==> src/rtl/rhs_pkg.sv <==
`timescale 1ns / 1ps
// ----------------------------------------------------------------------------
// rhs_pkg: shared types and constants for the RGB hue step unit
// Stream widths, chroma sector codes, divider state and reciprocal constants.
// ----------------------------------------------------------------------------
package rhs_pkg;

    localparam int CH_W    = 8;                       // one color channel
    localparam int HUE_W   = 9;                       // hue in whole degrees
    localparam int IN_W    = 3 * CH_W;                // packed input fields
    localparam int OUT_RAW = 3 * CH_W + HUE_W;        // packed output fields
    localparam int OUT_W   = ((OUT_RAW + 7) / 8) * 8; // padded to whole bytes

    // Hue numerator 2*num + 3*d stays below 723*255, so 18 bits hold it.
    localparam int NUM_W   = 18;
    localparam int DIV_W   = 9;                       // divisor 2*d and quotient
    localparam int DIV_STG = 3;                       // pipeline stages of the divider
    localparam int DIV_BPS = DIV_W / DIV_STG;         // quotient bits per stage

    localparam logic [HUE_W-1:0] HUE_FULL = 9'd360;
    localparam logic [HUE_W-1:0] HUE_GRAY = 9'd1;

    // floor(x / 60) = (x * RECIP_60) >> RECIP_SH for every x below 74898.
    localparam logic [16:0] RECIP_60 = 17'd69906;
    localparam int          RECIP_SH = 22;
    localparam int          PROD_W   = 31;

    // Which channel holds the maximum; ties go to red, then green.
    typedef enum logic [1:0] {
        MAX_RED   = 2'd0,
        MAX_GREEN = 2'd1,
        MAX_BLUE  = 2'd2
    } t_max_sel;

    // Sixty-degree hue sector.
    typedef enum logic [2:0] {
        SEC_0 = 3'd0,
        SEC_1 = 3'd1,
        SEC_2 = 3'd2,
        SEC_3 = 3'd3,
        SEC_4 = 3'd4,
        SEC_5 = 3'd5
    } t_sector;

    // Running state of the restoring divider.
    typedef struct packed {
        logic [DIV_W-1:0] rem;   // partial remainder, below the divisor unless that is zero
        logic [DIV_W-1:0] nlo;   // dividend bits not yet shifted in
        logic [DIV_W-1:0] quo;   // quotient bits produced so far
    } t_div;

    // Advances the restoring division by DIV_BPS quotient bits.
    function automatic t_div div_step(input t_div x, input logic [DIV_W-1:0] dv);
        t_div           y;
        logic [DIV_W:0] rr;
        y = x;
        for (int k = 0; k < DIV_BPS; k++) begin
            rr = {y.rem, y.nlo[DIV_W-1]};
            y.nlo = {y.nlo[DIV_W-2:0], 1'b0};
            if (rr >= {1'b0, dv}) begin
                rr    = rr - {1'b0, dv};
                y.quo = {y.quo[DIV_W-2:0], 1'b1};
            end else begin
                y.quo = {y.quo[DIV_W-2:0], 1'b0};
            end
            y.rem = rr[DIV_W-1:0];
        end
        return y;
    endfunction

endpackage

==> src/rtl/rgb_hue_step_unit.sv <==
`timescale 1ns / 1ps
// ----------------------------------------------------------------------------
// rgb_hue_step_unit: one-degree HSV hue rotation of an 8-bit RGB color
// Throughput: one color per cycle while the output is not stalled; the nine-stage pipe,
// with the hue divider spread over three of its stages, then takes a new color each cycle.
// Reset (i_rst_n low, synchronous) empties the pipe; no result is pending after it.
// ----------------------------------------------------------------------------
module rgb_hue_step_unit
    import rhs_pkg::*;
(
    input  logic             i_clk,
    input  logic             i_rst_n,
    // Input stream
    input  logic             i_s_axis_tvalid,
    output logic             o_s_axis_tready,
    input  logic [IN_W-1:0]  i_s_axis_tdata,   // red_in[7:0], green_in[15:8], blue_in[23:16]
    // Output stream
    output logic             o_m_axis_tvalid,
    input  logic             i_m_axis_tready,
    output logic [OUT_W-1:0] o_m_axis_tdata    // red_out[7:0], green_out[15:8],
                                               // blue_out[23:16], hue_out[32:24], zeros
);

    // Pipe stages, in order:
    //   0      max, min, chroma d and the signed channel difference
    //   1      hue numerator N = 2*num + 3*d, with num wrapped into [0, 360*d)
    //   2..4   restoring division N / (2*d), three quotient bits per stage
    //   5      wrap at 360, gray override, sector and ramp weight
    //   6      d * weight
    //   7      multiply by the reciprocal of 60
    //   8      channel assembly into the output register
    // Every stage has its own valid bit and may load whenever it is empty or
    // the stage after it moves, so bubbles close up under back pressure.
    localparam int NSTG = 9;

    logic [NSTG-1:0] r_vld;
    logic [NSTG-1:0] stg_en;

    always_comb begin
        stg_en[NSTG-1] = !r_vld[NSTG-1] || i_m_axis_tready;
        for (int k = NSTG - 2; k >= 0; k--) begin
            stg_en[k] = !r_vld[k] || stg_en[k+1];
        end
    end

    assign o_s_axis_tready = stg_en[0];
    assign o_m_axis_tvalid = r_vld[NSTG-1];

    always_ff @(posedge i_clk) begin
        if (!i_rst_n) begin
            r_vld <= '0;
        end else begin
            if (stg_en[0]) begin
                r_vld[0] <= i_s_axis_tvalid;
            end
            for (int k = 1; k < NSTG; k++) begin
                if (stg_en[k]) begin
                    r_vld[k] <= r_vld[k-1];
                end
            end
        end
    end

    // ------------------------------------------------------------------
    // Stage 0: find the largest and smallest channel. Red wins a tie for
    // the maximum, then green. The difference term follows the winner.
    // ------------------------------------------------------------------
    logic [CH_W-1:0] in_r, in_g, in_b;
    logic [CH_W-1:0] n_s0_mx, n_s0_mn;
    t_max_sel        n_s0_sel;
    logic [CH_W:0]   n_s0_diff;

    assign in_r = i_s_axis_tdata[CH_W-1:0];
    assign in_g = i_s_axis_tdata[2*CH_W-1:CH_W];
    assign in_b = i_s_axis_tdata[3*CH_W-1:2*CH_W];

    always_comb begin
        priority if (in_r >= in_g && in_r >= in_b) begin
            n_s0_sel  = MAX_RED;
            n_s0_mx   = in_r;
            n_s0_diff = {1'b0, in_g} - {1'b0, in_b};
        end else if (in_g >= in_b) begin
            n_s0_sel  = MAX_GREEN;
            n_s0_mx   = in_g;
            n_s0_diff = {1'b0, in_b} - {1'b0, in_r};
        end else begin
            n_s0_sel  = MAX_BLUE;
            n_s0_mx   = in_b;
            n_s0_diff = {1'b0, in_r} - {1'b0, in_g};
        end
        n_s0_mn = in_r;
        if (in_g < n_s0_mn) begin
            n_s0_mn = in_g;
        end
        if (in_b < n_s0_mn) begin
            n_s0_mn = in_b;
        end
    end

    logic [CH_W-1:0] r_s0_mn, r_s0_d;
    t_max_sel        r_s0_sel;
    logic [CH_W:0]   r_s0_diff;

    always_ff @(posedge i_clk) begin
        if (stg_en[0]) begin
            r_s0_mn   <= n_s0_mn;
            r_s0_d    <= n_s0_mx - n_s0_mn;
            r_s0_sel  <= n_s0_sel;
            r_s0_diff <= n_s0_diff;
        end
    end

    // ------------------------------------------------------------------
    // Stage 1: the hue in degrees is num/d with num = 60*diff + offset*d.
    // A negative num is wrapped by 360*d. The dividend folds in the one
    // degree step and the half for rounding: N = 2*num + 3*d.
    // ------------------------------------------------------------------
    logic signed [19:0] s1_d, s1_diff, s1_num, s1_n;

    always_comb begin
        s1_d    = signed'({12'b0, r_s0_d});
        s1_diff = signed'({{11{r_s0_diff[CH_W]}}, r_s0_diff});
        s1_num  = s1_diff * 20'sd60;
        unique case (r_s0_sel)
            MAX_GREEN: s1_num = s1_num + s1_d * 20'sd120;
            MAX_BLUE:  s1_num = s1_num + s1_d * 20'sd240;
            default:   s1_num = s1_num;
        endcase
        if (s1_num < 0) begin
            s1_num = s1_num + s1_d * 20'sd360;
        end
        s1_n = s1_num * 20'sd2 + s1_d * 20'sd3;
    end

    logic [NUM_W-1:0] r_s1_n;
    logic [CH_W-1:0]  r_s1_mn, r_s1_d;

    always_ff @(posedge i_clk) begin
        if (stg_en[1]) begin
            r_s1_n  <= s1_n[NUM_W-1:0];
            r_s1_mn <= r_s0_mn;
            r_s1_d  <= r_s0_d;
        end
    end

    // ------------------------------------------------------------------
    // Stages 2 to 4: N / (2*d). The quotient stays below 362, so the upper
    // nine dividend bits already sit below the divisor and seed the
    // remainder; the lower nine bits are shifted in over three stages.
    // A gray input has d = 0 and its quotient is replaced in stage 5.
    // ------------------------------------------------------------------
    t_div            div_init;
    t_div            r_dv [DIV_STG];
    logic [CH_W-1:0] r_dd [DIV_STG];
    logic [CH_W-1:0] r_dmn[DIV_STG];

    always_comb begin
        div_init.rem = r_s1_n[NUM_W-1:DIV_W];
        div_init.nlo = r_s1_n[DIV_W-1:0];
        div_init.quo = '0;
    end

    always_ff @(posedge i_clk) begin
        if (stg_en[2]) begin
            r_dv[0]  <= div_step(div_init, {r_s1_d, 1'b0});
            r_dd[0]  <= r_s1_d;
            r_dmn[0] <= r_s1_mn;
        end
        for (int k = 1; k < DIV_STG; k++) begin
            if (stg_en[2+k]) begin
                r_dv[k]  <= div_step(r_dv[k-1], {r_dd[k-1], 1'b0});
                r_dd[k]  <= r_dd[k-1];
                r_dmn[k] <= r_dmn[k-1];
            end
        end
    end

    // ------------------------------------------------------------------
    // Stage 5: wrap the new hue at 360 and force a gray input to hue 1.
    // The ramp weight is 60 - |H mod 120 - 60|, and the sector is H / 60.
    // ------------------------------------------------------------------
    logic [HUE_W-1:0] s5_hue;
    logic [6:0]       s5_m120;
    logic [5:0]       s5_wt;
    t_sector          s5_sec;

    always_comb begin
        if (r_dd[DIV_STG-1] == '0) begin
            s5_hue = HUE_GRAY;
        end else if (r_dv[DIV_STG-1].quo >= HUE_FULL) begin
            s5_hue = r_dv[DIV_STG-1].quo - HUE_FULL;
        end else begin
            s5_hue = r_dv[DIV_STG-1].quo;
        end

        priority if (s5_hue >= 9'd240) begin
            s5_m120 = 7'(s5_hue - 9'd240);
        end else if (s5_hue >= 9'd120) begin
            s5_m120 = 7'(s5_hue - 9'd120);
        end else begin
            s5_m120 = s5_hue[6:0];
        end

        // Distance from the sector pair's center, turned into a weight.
        if (s5_m120 >= 7'd60) begin
            s5_wt = 6'(7'd120 - s5_m120);
        end else begin
            s5_wt = s5_m120[5:0];
        end

        priority if (s5_hue >= 9'd300) begin
            s5_sec = SEC_5;
        end else if (s5_hue >= 9'd240) begin
            s5_sec = SEC_4;
        end else if (s5_hue >= 9'd180) begin
            s5_sec = SEC_3;
        end else if (s5_hue >= 9'd120) begin
            s5_sec = SEC_2;
        end else if (s5_hue >= 9'd60) begin
            s5_sec = SEC_1;
        end else begin
            s5_sec = SEC_0;
        end
    end

    logic [HUE_W-1:0] r_s5_hue;
    t_sector          r_s5_sec;
    logic [5:0]       r_s5_wt;
    logic [CH_W-1:0]  r_s5_d, r_s5_mn;

    always_ff @(posedge i_clk) begin
        if (stg_en[5]) begin
            r_s5_hue <= s5_hue;
            r_s5_sec <= s5_sec;
            r_s5_wt  <= s5_wt;
            r_s5_d   <= r_dd[DIV_STG-1];
            r_s5_mn  <= r_dmn[DIV_STG-1];
        end
    end

    // ------------------------------------------------------------------
    // Stages 6 and 7: f = floor(d * weight / 60). The product stays below
    // 15301, well inside the range where the reciprocal is exact.
    // ------------------------------------------------------------------
    logic [13:0]      r_s6_x;
    logic [HUE_W-1:0] r_s6_hue;
    t_sector          r_s6_sec;
    logic [CH_W-1:0]  r_s6_d, r_s6_mn;

    always_ff @(posedge i_clk) begin
        if (stg_en[6]) begin
            r_s6_x   <= 14'(r_s5_d * r_s5_wt);
            r_s6_hue <= r_s5_hue;
            r_s6_sec <= r_s5_sec;
            r_s6_d   <= r_s5_d;
            r_s6_mn  <= r_s5_mn;
        end
    end

    logic [PROD_W-1:0] r_s7_p;
    logic [HUE_W-1:0]  r_s7_hue;
    t_sector           r_s7_sec;
    logic [CH_W-1:0]   r_s7_d, r_s7_mn;

    always_ff @(posedge i_clk) begin
        if (stg_en[7]) begin
            r_s7_p   <= PROD_W'(r_s6_x * RECIP_60);
            r_s7_hue <= r_s6_hue;
            r_s7_sec <= r_s6_sec;
            r_s7_d   <= r_s6_d;
            r_s7_mn  <= r_s6_mn;
        end
    end

    // ------------------------------------------------------------------
    // Stage 8: place chroma and ramp per sector and lift by the minimum.
    // No channel can pass the original maximum, so the sums fit 8 bits.
    // ------------------------------------------------------------------
    logic [CH_W-1:0] s8_f;
    logic [CH_W-1:0] s8_cr, s8_cg, s8_cb;

    always_comb begin
        s8_f = r_s7_p[RECIP_SH+CH_W-1:RECIP_SH];
        unique case (r_s7_sec)
            SEC_0: begin
                s8_cr = r_s7_d; s8_cg = s8_f;   s8_cb = '0;
            end
            SEC_1: begin
                s8_cr = s8_f;   s8_cg = r_s7_d; s8_cb = '0;
            end
            SEC_2: begin
                s8_cr = '0;     s8_cg = r_s7_d; s8_cb = s8_f;
            end
            SEC_3: begin
                s8_cr = '0;     s8_cg = s8_f;   s8_cb = r_s7_d;
            end
            SEC_4: begin
                s8_cr = s8_f;   s8_cg = '0;     s8_cb = r_s7_d;
            end
            default: begin
                s8_cr = r_s7_d; s8_cg = '0;     s8_cb = s8_f;
            end
        endcase
    end

    logic [CH_W-1:0]  r_o_red, r_o_green, r_o_blue;
    logic [HUE_W-1:0] r_o_hue;

    always_ff @(posedge i_clk) begin
        if (stg_en[8]) begin
            r_o_red   <= s8_cr + r_s7_mn;
            r_o_green <= s8_cg + r_s7_mn;
            r_o_blue  <= s8_cb + r_s7_mn;
            r_o_hue   <= r_s7_hue;
        end
    end

    assign o_m_axis_tdata = {{(OUT_W - OUT_RAW){1'b0}}, r_o_hue, r_o_blue, r_o_green, r_o_red};

endmodule
==> config.mk <==
export PLATFORM = sky130hd
export DESIGN_NAME = rgb_hue_step_unit
export DESIGN_NICKNAME = d
export VERILOG_FILES = /design/src/rtl/rhs_pkg.sv /design/src/rtl/rgb_hue_step_unit.sv
export SDC_FILE = /design/constraint.sdc
export NUM_CORES = 1
export LEC_CHECK = 0
export BUFFER_PORTS_ARGS = -buffer_cell sky130_fd_sc_hd__buf_2
export CORE_ASPECT_RATIO = 1.75
export CORE_MARGIN = 1.5
export CORE_UTILIZATION = 49
export DETAILED_ROUTE_END_ITERATION = 12
export PLACE_DENSITY_LB_ADDON = 0.2
export SKIP_CTS_REPAIR_TIMING = 1
export SLEW_MARGIN = 5
export SYNTH_ARGS = -nofsm -noshare
export SYNTH_HDL_FRONTEND = slang
export SYNTH_SLANG_ARGS = --single-unit
==> constraint.sdc <==
create_clock -name i_clk -period 8.2 [get_ports i_clk]
set_input_delay 0 -clock i_clk [delete_from_list [all_inputs] [get_ports i_clk]]
set_output_delay 0 -clock i_clk [all_outputs]
set_load 0.02 [all_outputs]
* Yosys cells after proc, flatten, opt, wreduce, memory -nomap -nowiden
Memories as Yosys holds them, arrays and structs flattened. A register that Yosys moved wholly into a read port is not among the register bits.
Index checks and enable logic that the tools add are counted.
W data, S select, Z words.
** Word-level totals
- Flip-flop bits (word level) :: 228
- Bits in writable memories :: 120
- Input bits :: 28
- Output and inout bits :: 42
- Word-level logic and storage cells :: 182
- Memories :: 3
** Memories
- r_dv :: depth 3, width 24, rd ports 3, clocked after memory_dff 0, wr ports 3, RTL line rgb_hue_step_unit.sv:153 : t_div r_dv [DIV_STG];
- r_dd :: depth 3, width 8, rd ports 3, clocked after memory_dff 0, wr ports 3, RTL line rgb_hue_step_unit.sv:154 : logic [CH_W-1:0] r_dd [DIV_STG];
- r_dmn :: depth 3, width 8, rd ports 3, clocked after memory_dff 1, wr ports 3, RTL line rgb_hue_step_unit.sv:155 : logic [CH_W-1:0] r_dmn[DIV_STG];
** Cells by class
- Add/subtract/negate cells :: 24
- Multiply operators :: 7
- Magnitude comparators :: 22
- Equal/unequal tests :: 6
- Multiplexer cells :: 57
- Reductions and logical operators :: 28
** Operators by type and width (number)
- $mux W9 :: 25
- $ge A10 B9 Y1 :: 9
- $sub A9 B9 Y9 :: 9
- $pmux W8 S2 :: 3
- $pmux W20 S2 :: 1
- $mux W8 :: 4
- $mul A14 B16 Y29 const B :: 1
- $sub A8 B8 Y9 :: 3
- $add A8 B8 Y8 :: 3
- $ge A8 B8 Y1 :: 3
- $mul A8 B4 Y12 const B :: 2
- $lt A20 B1 Y1 const B :: 1
- $add A16 B17 Y18 :: 1
- $add A18 B11 Y18 :: 1
- $ge A9 B8 Y1 const B :: 2
- $ge A9 B9 Y1 const B :: 2
- $add A16 B16 Y17 :: 1
- $add A17 B17 Y17 :: 1
- $mux W1 :: 17
- $mux W17 :: 1
- $lt A8 B8 Y1 :: 2
- $mul A8 B6 Y14 :: 1
- $mul A8 B6 Y14 const B :: 1
- $mul A9 B5 Y14 const B :: 1
- other kinds (22) :: 49

* Depth between registers and ports, before layout
Gate-level depths: netlist of run 1.
- Depth in word-level cells :: 15
- Depth in mapped cells :: 37
- Gate-level depth less buffers :: 37

* Worst setup path after synthesis of run 1
OpenSTA, ideal clock, no wires.
- Path kind :: register -> register
- Start point :: register r_s0_diff[4]
- End point :: register r_s1_n[17], data pin
- Setup time :: 0.268 ns
- Arrival time :: 7.572 ns
- Data required time :: 7.932 ns
- Slack :: 0.360 ns
- Cell stages (with the launch flop) :: 37
- Buffers on the path :: 2
- Period minus slack after synthesis :: 7.840 ns
- Cell sequence :: edfxtp_1 > ha_1 > fa_1 > inv_1 > fa_1 > inv_1 > ha_1 > a21o_1 > a21oi_2 > o21ai_1 > a211o_1 > a21o_1 > xnor2_1 > inv_1 > ha_1 > or2_2 > a21oi_1 > a21oi_1 > a211oi_1 > a311oi_2 > o21ai_4 > buf_2 > clkbuf_1 > nor2_1 > a21oi_1 > ha_1 > nor2b_1 > o21ai_0 > a21boi_0 > o21ai_0 > nand2b_1 > and2_1 > or2_2 > and4bb_1 > a41oi_1 > or3b_1 > xnor3_1
** Between the ends
- Longest elaborated chain between the ends :: 6
- Elaborated cells on any way between the ends :: 8
- Those cells by class :: 4 x add/sub; 1 x mul; 1 x order compare; 2 x mux
** Ends and longest elaborated chain
- start, declared :: RTL line rgb_hue_step_unit.sv:102 : logic [CH_W:0] r_s0_diff;
- start signal, assigned :: RTL line rgb_hue_step_unit.sv:109 : r_s0_diff <= n_s0_diff;
- $mul A9 B5 Y14 (*) :: RTL line rgb_hue_step_unit.sv:123 : s1_num = s1_diff * 20'sd60;
- $add A16 B17 Y18 / $add A16 B16 Y17 (equally long branches) :: RTL line rgb_hue_step_unit.sv:126, rgb_hue_step_unit.sv:125
- $pmux W20 S2 (*) :: RTL line rgb_hue_step_unit.sv:124 : unique case (r_s0_sel)
- $add A17 B17 Y17 / $lt A20 B1 Y1 (equally long branches) :: RTL line rgb_hue_step_unit.sv:130, rgb_hue_step_unit.sv:129
- $mux W17 (*) :: RTL line rgb_hue_step_unit.sv:129 : if (s1_num < 0) begin
- $add A18 B11 Y18 (*) :: RTL line rgb_hue_step_unit.sv:132 : s1_n = s1_num * 20'sd2 + s1_d * 20'sd3;
- named net s1_n[17] :: RTL line rgb_hue_step_unit.sv:118 : logic signed [19:0] s1_d, s1_diff, s1_num, s1_n;
- end signal, assigned :: RTL line rgb_hue_step_unit.sv:140 : r_s1_n <= s1_n[NUM_W-1:0];
- end, declared :: RTL line rgb_hue_step_unit.sv:135 : logic [NUM_W-1:0] r_s1_n;
The timed path passes the listed nets; every way through them passes the cells marked *.
A chain may end at the register's enable or synchronous reset.

* Final worst setup path of run 1
- Start point :: register r_s0_diff[3]
- End point :: register r_s1_n[17], data pin
Same word-level chain as after synthesis.

==> impl_results.md, run 1 <==
- Final WS setup: between 0.3 and 0.4 ns
- Max-Cap Viols: 0
- Inserted Diodes: 0
- Worst setup SP type: register
- Clock Root Buffer: clkbuf_16
- Pre-CTS setup slack: approximately 0.14 ns
- Layout cells sized above 1: under 10%
- Row cnt: between 100 and 150
- GRT Total Usage: 21.8%
- Syn. warnings: 0
- CTS buffer count: 28
- Die Height: between 300 and 400 microns
- Number of global-route vias before repair: about 19,000
- Cell variety after synth: 94
- Remaining antenna violation count: 0
- Actual slew at the worst max-slew pin: ~1.2 ns
- CTS sink cnt: around 300
- Syn avg cell area: a little over 10 sq um
- RSZ-0062 raised after global routing: true
- Clk Latency, worst-skew pair: just under 0.6 ns
- Yosys top cell area share: between 30% and 40%
- Outcome: complete, no violations
- Total I/O pin count: 70
- Met2 Track Usage GR: between 40 and 50%
- Area Overhead vs Synth: 9.02%
- Post-synth top cells: 354 x ha_1, 325 x inv_1, 295 x edfxtp_1
- Clock transition at the registers of the reported paths: ~0.06 ns
- Largest net degree at the start of global routing: 43
- Seq cells post-synth: roughly 300
- TritonRoute pass-1 iters: 7
- Met3 Use GR: ~1.7%
- DPL Wire Length: between 40 and 50 mm
- Total gr overflow: 0
- Final-report max-slew violation count: 0
- WP data required: 8.51 ns
- Arr. time, crit path: 8.11 ns
- Core Region: between 50,000 and 60,000 sq um
- Seq/Total Area, Yosys: 35.2%
- Synthesized cell area: around 26,000 sq um
- Drt wl/cell: about 18 microns
- Global-route wire length before repair: 93.8 mm
- Drt initial violations: about 830
- Initial core utilization: around half
- Final hold viol count: 0
- Number of synthesized flops with an enable pin: about 300
- Period utilization: a little over nine tenths
- TNS Setup: 0 ns
- DR vias: 18,500
- Post-synth top flop: edfxtp_1
- Met1 Use GR: about a fifth
- Final Wtd Congestion: ~0.94
- Crit-path slowest cell: fa_1
- Fin nets: slightly above 3,000
- CTS tree: done
- Ranking of synthesized cells by area: edfxtp_1 35%, ha_1 17%, fa_1 7.6%
- Clock buffer depth: 3
- DR vias/cell: between 5 and 6
- Max_slew headroom: roughly 22%
- Die W: 176 microns
- GR peak layer: met2
- CP peak stage delay: between 0.5 and 0.6 ns
- Crit path top cell by count: inv_1
- Routed WL: between 50 and 60 mm
- CTS H-tree lvls: 1
- Crit. End Element: register
- Most frequent cell after synthesis: ha_1
- Fin util: between 50% and 60%
- Die ar.: 53,800 sq um
- Post-synth ARST share: 0%
- Tmin final: ~8 ns
- Leading area contributor after synthesis: edfxtp_1
- PortBufs: between 60 and 70
- Peak fanout along the critical path: 5
- Fmax: about 130 MHz
- Fin Clk Skew: between 0.02 and 0.025 ns
- Fill count: approximately 4,600
- Final setup viols: 0
- Hold Crit Class: input pin to register
- Crit Path Class: register to register
- Post-route DRC: 0
- Post-synthesis instance total: between 2,000 and 2,500
- Initial antenna violation count: 0
-- final timing paths --
kind,start,end,slack (ns),cells after the start
hold / removal,i_s_axis_tdata[1],r_s0_mn[1]$_DFFE_PP_,0.005,4
hold reg to reg,r_dv[0][27]$_DFFE_PP_,r_dv[0][54]$_DFFE_PP_,0.40,0
setup / recovery,r_s0_diff[3]$_DFFE_PP_,r_s1_n[17]$_DFFE_PP_,0.40,34
setup reg to reg,r_s0_diff[3]$_DFFE_PP_,r_s1_n[17]$_DFFE_PP_,0.40,34
-- state kept, by name, indices dropped and copies added, names as in the netlist, 9 cells and up --
register   cells
r_s0_diff      9
r_s5_hue       9
r_s6_hue       9
r_o_hue        9
r_dmn         24
r_s7_hue       9
r_dd          24
r_s6_x        14
r_s1_n        18
r_dv          43
r_vld          9
-- cell type report --
cell class | count | area (sq um) | share of cell area, %
multi-input combinational | 1827 | 15300 | 54.6
timing repair buffer | 108 | 693 | 2.48
sequential | 304 | 9040 | 32.3
clock inverter | 18 | 184 | 0.657
inverter | 326 | 1220 | 4.37
tap | 672 | 841 | 3.00
clock buffer | 34 | 723 | 2.58
-- critical path: cells and delay by family, from the launching register on --
family,cells,cell delay [ns]
adder cells (fa/ha/maj),6,2.26
AND/OR/NAND/NOR,7,1.32
XOR/XNOR,2,0.43
AO/OA/AOI/OAI,14,2.40
buffers and inverters,4,0.28
multiplexers,1,0.39
flip-flops,1,0.42
-- cells by family after synthesis --
family          synth area share [%]
flops                           35.2
fa+ha+maj                       24.8
xor+xnor                        6.33
buf+inv                         5.57
compound gates                  15.2
mux                             2.85
other cells                   0.0146
simple gates                    10.0
-- through the flow --
step	std cells	area [sq um]	hold slack (ns)
global placement	3215	26800	0.245
finish	3289	28000	0.00511
detailed placement	3215	26800	0.258
CTS	3267	27700	-0.362
floorplan	2502	25700	0.139
global route	3289	28000	0.0143
-- cell usage in the layout, fill, tap and decap left out, drive strengths merged, types with 41 or more instances in the layout --
master | synthesis | final
nor2b | 45 | 45
fa | 97 | 97
a21o | 80 | 80
nand2 | 137 | 137
xnor2 | 131 | 131
nor2 | 116 | 116
o21ai | 106 | 106
a21oi | 220 | 220
inv | 326 | 329
buf | 15 | 96
mux2i | 45 | 45
ha | 354 | 354
and2 | 41 | 41
edfxtp | 295 | 295
xor2 | 52 | 52
-- routing by layer --
layer / vias up / routed length, microns
met2: 317 / 33600
met3: 162 / 1170
met5: - / 0
met4: 0 / 3310
met1: 8984 / 20300
li1: 9068 / -
Power of run 1 is left out: the tool's default activity adds up to more than one toggle a clock period on the data nets, which glitch-free logic cannot reach.
==> run 2, diff against run 1 <==
--- a/config.mk
+++ b/config.mk
@@ -8,8 +8,9 @@
 export BUFFER_PORTS_ARGS = -buffer_cell sky130_fd_sc_hd__buf_2
 export CORE_ASPECT_RATIO = 1.75
 export CORE_MARGIN = 1.5
-export CORE_UTILIZATION = 49
+export CORE_UTILIZATION = 37
 export DETAILED_ROUTE_END_ITERATION = 12
+export GPL_TIMING_DRIVEN = 0
 export PLACE_DENSITY_LB_ADDON = 0.2
 export SKIP_CTS_REPAIR_TIMING = 1
 export SLEW_MARGIN = 5
==> constraint.sdc (replaced) <==
create_clock -name i_clk -period 6.2 [get_ports i_clk]
set_input_delay 0 -clock i_clk [delete_from_list [all_inputs] [get_ports i_clk]]
set_output_delay 0 -clock i_clk [all_outputs]
set_load 0.02 [all_outputs]
==> run 2 against run 1 <==
  * The flow now finishes with violations (negative setup slack)
  * First-iteration DRC count shrank 8.3%
  * Wire length grew 10%
  * Die area grew 32%
  * Final cell count grew 11%
  * Highest routed layer unchanged
  * Sequential share of layout area shrank 2.3 points
  * Largest cell class unchanged
  * Final area grew 7.8%
==> impl_results.md, run 2 (same netlist as run 1, synthesis figures left out) <==
- Actual slew at the worst max-slew pin: around 1.3 ns
- DR vias/cell: about 5.2
- Crit Path Class: register to register
- Max_slew headroom: between 15 and 20%
- Initial core utilization: between 30% and 40%
- Post-route DRC: 0
- Final Wtd Congestion: 0.878
- Fill count: roughly 6,600
- Largest registers: r_dv x43, r_dd x24, r_dmn x24
- Remaining antenna violation count: 0
- Largest Register: r_dv
- Max-Cap Viols: 0
- Final-report max-slew violation count: 0
- Crit path top cell by count: inv_2
- CTS H-tree lvls: 1
- Crit. End Element: register
- Layout cells sized above 1: 15.9%
- Buf/Inv on CP: 5
- Fin nets: ~3,200
- PortBufs: 61
- Clock Root Buffer: clkbuf_16
- WHS: around 0.0048 ns
- Final hold viol count: 0
- Fmax: between 100 and 150 MHz
- Crit-path slowest cell: fa_1
- Total I/O pin count: 70
- Area of the multi-input gates: about 16,000 sq um
- Clock buffer depth: 3
- Register area: approximately 9000 sq um
- Global-route wire length before repair: roughly 100 mm
- Total gr overflow: 0
- TNS Setup: -12.61 ns
- Area Overhead vs Synth: 17.5%
- Die W: between 200 and 250 microns
- Peak fanout along the critical path: 6
- Max reg flops: 43
- Die Height: 351 microns
- Hold Crit Class: input pin to register
- Outcome: complete, but fails checks
- CTS tree: done
- Clock transition at the registers of the reported paths: around 0.06 ns
- Number of global-route vias before repair: 19,400
- Critical path's top delay family: adder cells
- Failing checks: negative setup slack
- Die ar.: a little over 70,000 sq um
- Fin Clk Skew: between 0.01 and 0.015 ns
- Largest net degree at the start of global routing: 39
- CTS buffer count: 30
- Most common cell after layout, fill and taps aside: ha_1
- CTS sink cnt: about 300
- CP peak stage delay: 0.55 ns
- WP data required: between 6 and 7 ns
- Arr. time, crit path: 7.79 ns
- Most frequent cells in the layout: 336 x ha_1, 302 x inv_1, 295 x edfxtp_1, 191 x a21oi_1, 129 x nand2_1
- Worst setup SP type: register
- TritonRoute pass-1 iters: 5
- Tmin final: 7.46 ns
- Row cnt: around 130
- DR vias: 18,900
- Core Region: between 60,000 and 70,000 sq um
- Drt wl/cell: roughly 18 microns
- RSZ-0062 raised after global routing: true
- DPL Wire Length: 52.0 mm
- Clk Latency, worst-skew pair: roughly 0.60 ns
- Initial antenna violation count: 0
- Final WS setup: -1.26 ns
- Final setup viols: 20
- Period utilization: 120%
- GRT Total Usage: approximately 18%
- Drt initial violations: 765
- Inserted Diodes: 0
- Routed WL: 64.3 mm
## run 2: cell count changes in the layout (fill, tap and decap cells not counted), moves of 14 or more
cell | before | now
o21ai_0 | 98 | 73
ha_1 | 353 | 336
ha_4 | 0 | 15
a21oi_2 | 6 | 24
clkbuf_1 | 6 | 28
inv_1 | 325 | 302
buf_4 | 33 | 101
a21oi_1 | 213 | 191
inv_2 | 1 | 15
## run 2: final timing paths
check	start	to	slack, ns	depth (start not counted)
max reg2reg	r_s0_diff[3]$_DFFE_PP_	r_s1_n[17]$_DFFE_PP_	-1.26	35
min	i_s_axis_tdata[10]	r_s0_mn[2]$_DFFE_PP_	0.005	4
max	r_s0_diff[3]$_DFFE_PP_	r_s1_n[17]$_DFFE_PP_	-1.26	35
min reg2reg	r_dv[0][27]$_DFFE_PP_	r_dv[0][54]$_DFFE_PP_	0.41	0
## run 2: per-stage QoR
stage | instances | utilization [%] | area (sq um) | setup slack [ns]
floorplan | 2502 | - | 25900 | -0.767
global placement | 3466 | 39.8 | 27300 | -2.11
detailed placement | 3468 | 39.9 | 27400 | -2.11
CTS | 3523 | 41.4 | 28400 | -2.18
global route | 3640 | 43.9 | 30200 | -1.53
finish | 3640 | 43.9 | 30200 | -1.26
## run 2: tightest hold or removal path, cell delays in order
cell and delay (ns):
buf_2 0.14, mux2i_1 0.13, nand2_1 0.11, o21a_1 0.12
## run 2: cell type report
type,instances,area share [%]
timing repair buffer,180,4.33
sequential,304,30.0
clock inverter,21,0.954
tap,903,3.75
buffer,45,0.850
inverter,326,4.12
multi-input combinational,1827,53.5
clock buffer,34,2.54
## run 2: metal layers
layer  vias to the layer above  GRT usage (%)  wire, microns
li1                       9302              -              -
met1                      9191           16.3          22000
met2                       288           37.2          37500
met3                       133           1.28           1280
met4                         0           9.72           3520
met5                         -              0              0
Power of run 2 is left out for the same reason.
==> run 3, diff against run 2 <==
--- a/config.mk
+++ b/config.mk
@@ -10,7 +10,6 @@
 export CORE_MARGIN = 1.5
 export CORE_UTILIZATION = 37
 export DETAILED_ROUTE_END_ITERATION = 12
-export GPL_TIMING_DRIVEN = 0
 export PLACE_DENSITY_LB_ADDON = 0.2
 export SKIP_CTS_REPAIR_TIMING = 1
 export SLEW_MARGIN = 5
==> run 3 against run 2 <==
  * The run ends with negative hold slack, negative setup slack left
  * Count of clock-buffer cells in the layout is 2 lower
  * Via count increased by 4.4%
  * Critical endpoint unchanged
  * First-iteration DRC count is 4.4% lower
  * Worst setup slack better by 0.47 ns
  * Highest routed layer unchanged
  * Non-clock buffer count is 192 higher
  * Global-route usage is 1.2 points higher
==> impl_results.md, run 3 (same netlist as run 1, synthesis figures left out) <==
- Outcome: complete, but fails checks
- Failing checks: negative hold slack, negative setup slack
- Remaining antenna violation count: 0
- CTS sink cnt: a little over 300
- Core Region: slightly below 70,000 sq um
- CTS buffer count: 31
- Total I/O pin count: 70
- Final WS setup: -0.794 ns
- Final Wtd Congestion: ~0.9
- Clock transition at the registers of the reported paths: roughly 0.06 ns
- Die ar.: between 70,000 and 80,000 sq um
- Crit Path Class: register to register
- CTS tree: done
- Drt wl/cell: roughly 18 microns
- Peak fanout along the critical path: 3
- Drt initial violations: around 730
- Largest registers: r_dv x43, r_dd x24, r_dmn x24
- Inserted Diodes: 0
- Most common cell after layout, fill and taps aside: ha_1
- Die W: just over 200 microns
- Fin util: between 40% and 50%
- Fmax: between 100 and 150 MHz
- Fill count: between 6,000 and 7,000
- Final setup viols: 17
- RSZ-0062 raised after global routing: true
- WP data required: roughly 6.5 ns
- PortBufs: 62
- Max_slew headroom: 34.0%
- Final-report max-slew violation count: 0
- Routed WL: slightly below 70 mm
- Number of global-route vias before repair: approximately 21,000
- Initial core utilization: around 37%
- TritonRoute pass-1 iters: 5
- Arr. time, crit path: between 7 and 8 ns
- Pre-CTS setup slack: -1.06 ns
- Total gr overflow: 0
- DR vias/cell: a little over 5
- WHS: -0.00871 ns
- CTS H-tree lvls: 1
- Area Overhead vs Synth: 21.9%
- Clock Root Buffer: clkbuf_16
- Fin Clk Skew: approximately 0.018 ns
- Clk Latency, worst-skew pair: around 0.60 ns
- Period utilization: 113%
- Layout cells sized above 1: between 20% and 30%
- Tmin final: around 7 ns
- Fin nets: 3,386
- Die Height: approximately 350 microns
- Clock buffer depth: 3
- Largest net degree at the start of global routing: 43
- Final hold viol count: 1
- Actual slew at the worst max-slew pin: between 0.9 and 1 ns
- GRT Total Usage: 18.8%
- TNS Setup: -7.91 ns
- Initial antenna violation count: 0
- Row cnt: 127
- DR vias: 19,700
- Crit. End Element: register
- Largest Register: r_dv
- Crit-path slowest cell: edfxtp_1
- Max-Cap Viols: 0
- Global-route wire length before repair: around 110 mm
- Max reg flops: 43
- DPL Wire Length: roughly 56 mm
- CP peak stage delay: just under 0.5 ns
- Hold Crit Class: input pin to register
- Worst setup SP type: register
- Most frequent cells in the layout: 340 x ha_1, 335 x buf_4, 317 x inv_1, 295 x edfxtp_1, 197 x a21oi_1
- Post-route DRC: 0
-- run 3: cell types whose count changed in the layout (fill, tap and decap cells not counted), moves of 5 or more --
cell / delta
buf_4: +234
clkbuf_1: -27
inv_1: +15
inv_2: -7
a21oi_1: +6
o21ai_0: +5
o21ai_4: -5
-- run 3: stage by stage --
| stage | instances | cell area [sq um] |
|---|---|---|
| floorplan | 2502 | 25900 |
| global placement | 3738 | 29500 |
| detailed placement | 3738 | 29500 |
| CTS | 3793 | 30500 |
| global route | 3832 | 31300 |
| finish | 3832 | 31300 |
-- run 3: metal layers --
metal	vias to the layer above	GRT usage [%]	share of wire (%)
met3	217	1.41	2.2
met1	9464	16.1	32
met2	365	39.7	58
li1	9698	-	-
met5	-	0	0
met4	0	13.4	8.1
-- run 3: cell type report --
class                      count  area [sq um]  area share (%)
clock inverter                23           201           0.644
inverter                     326          1230            3.93
clock buffer                  32           779            2.49
sequential                   304          9040            28.9
multi-input combinational   1827         15900            50.7
timing repair buffer         417          3050            9.74
tap                          903          1130            3.61
-- run 3: worst max-delay path, delay by kind of cell, from the launching register on --
kind / cells / cell delay [ns]
adders and majority gates: 6 / 1.99
DFF: 1 / 0.49
xor gates and xnor gates: 2 / 0.37
and+or+nand+nor: 8 / 1.31
AOI/OAI and AO/OA: 14 / 2.21
buffers and inverters: 4 / 0.35
-- run 3: final timing paths --
kind	from	end	slack, ns	depth (start not counted)
setup / recovery	r_s0_diff[3]$_DFFE_PP_	r_s1_n[17]$_DFFE_PP_	-0.79	34
hold / removal	i_s_axis_tdata[12]	r_s0_mn[4]$_DFFE_PP_	-0.009	4
setup reg to reg	r_s0_diff[3]$_DFFE_PP_	r_s1_n[17]$_DFFE_PP_	-0.79	34
hold reg to reg	r_s1_n[5]$_DFFE_PP_	r_dv[0][14]$_DFFE_PP_	0.41	0
Power of run 3 is left out for the same reason.
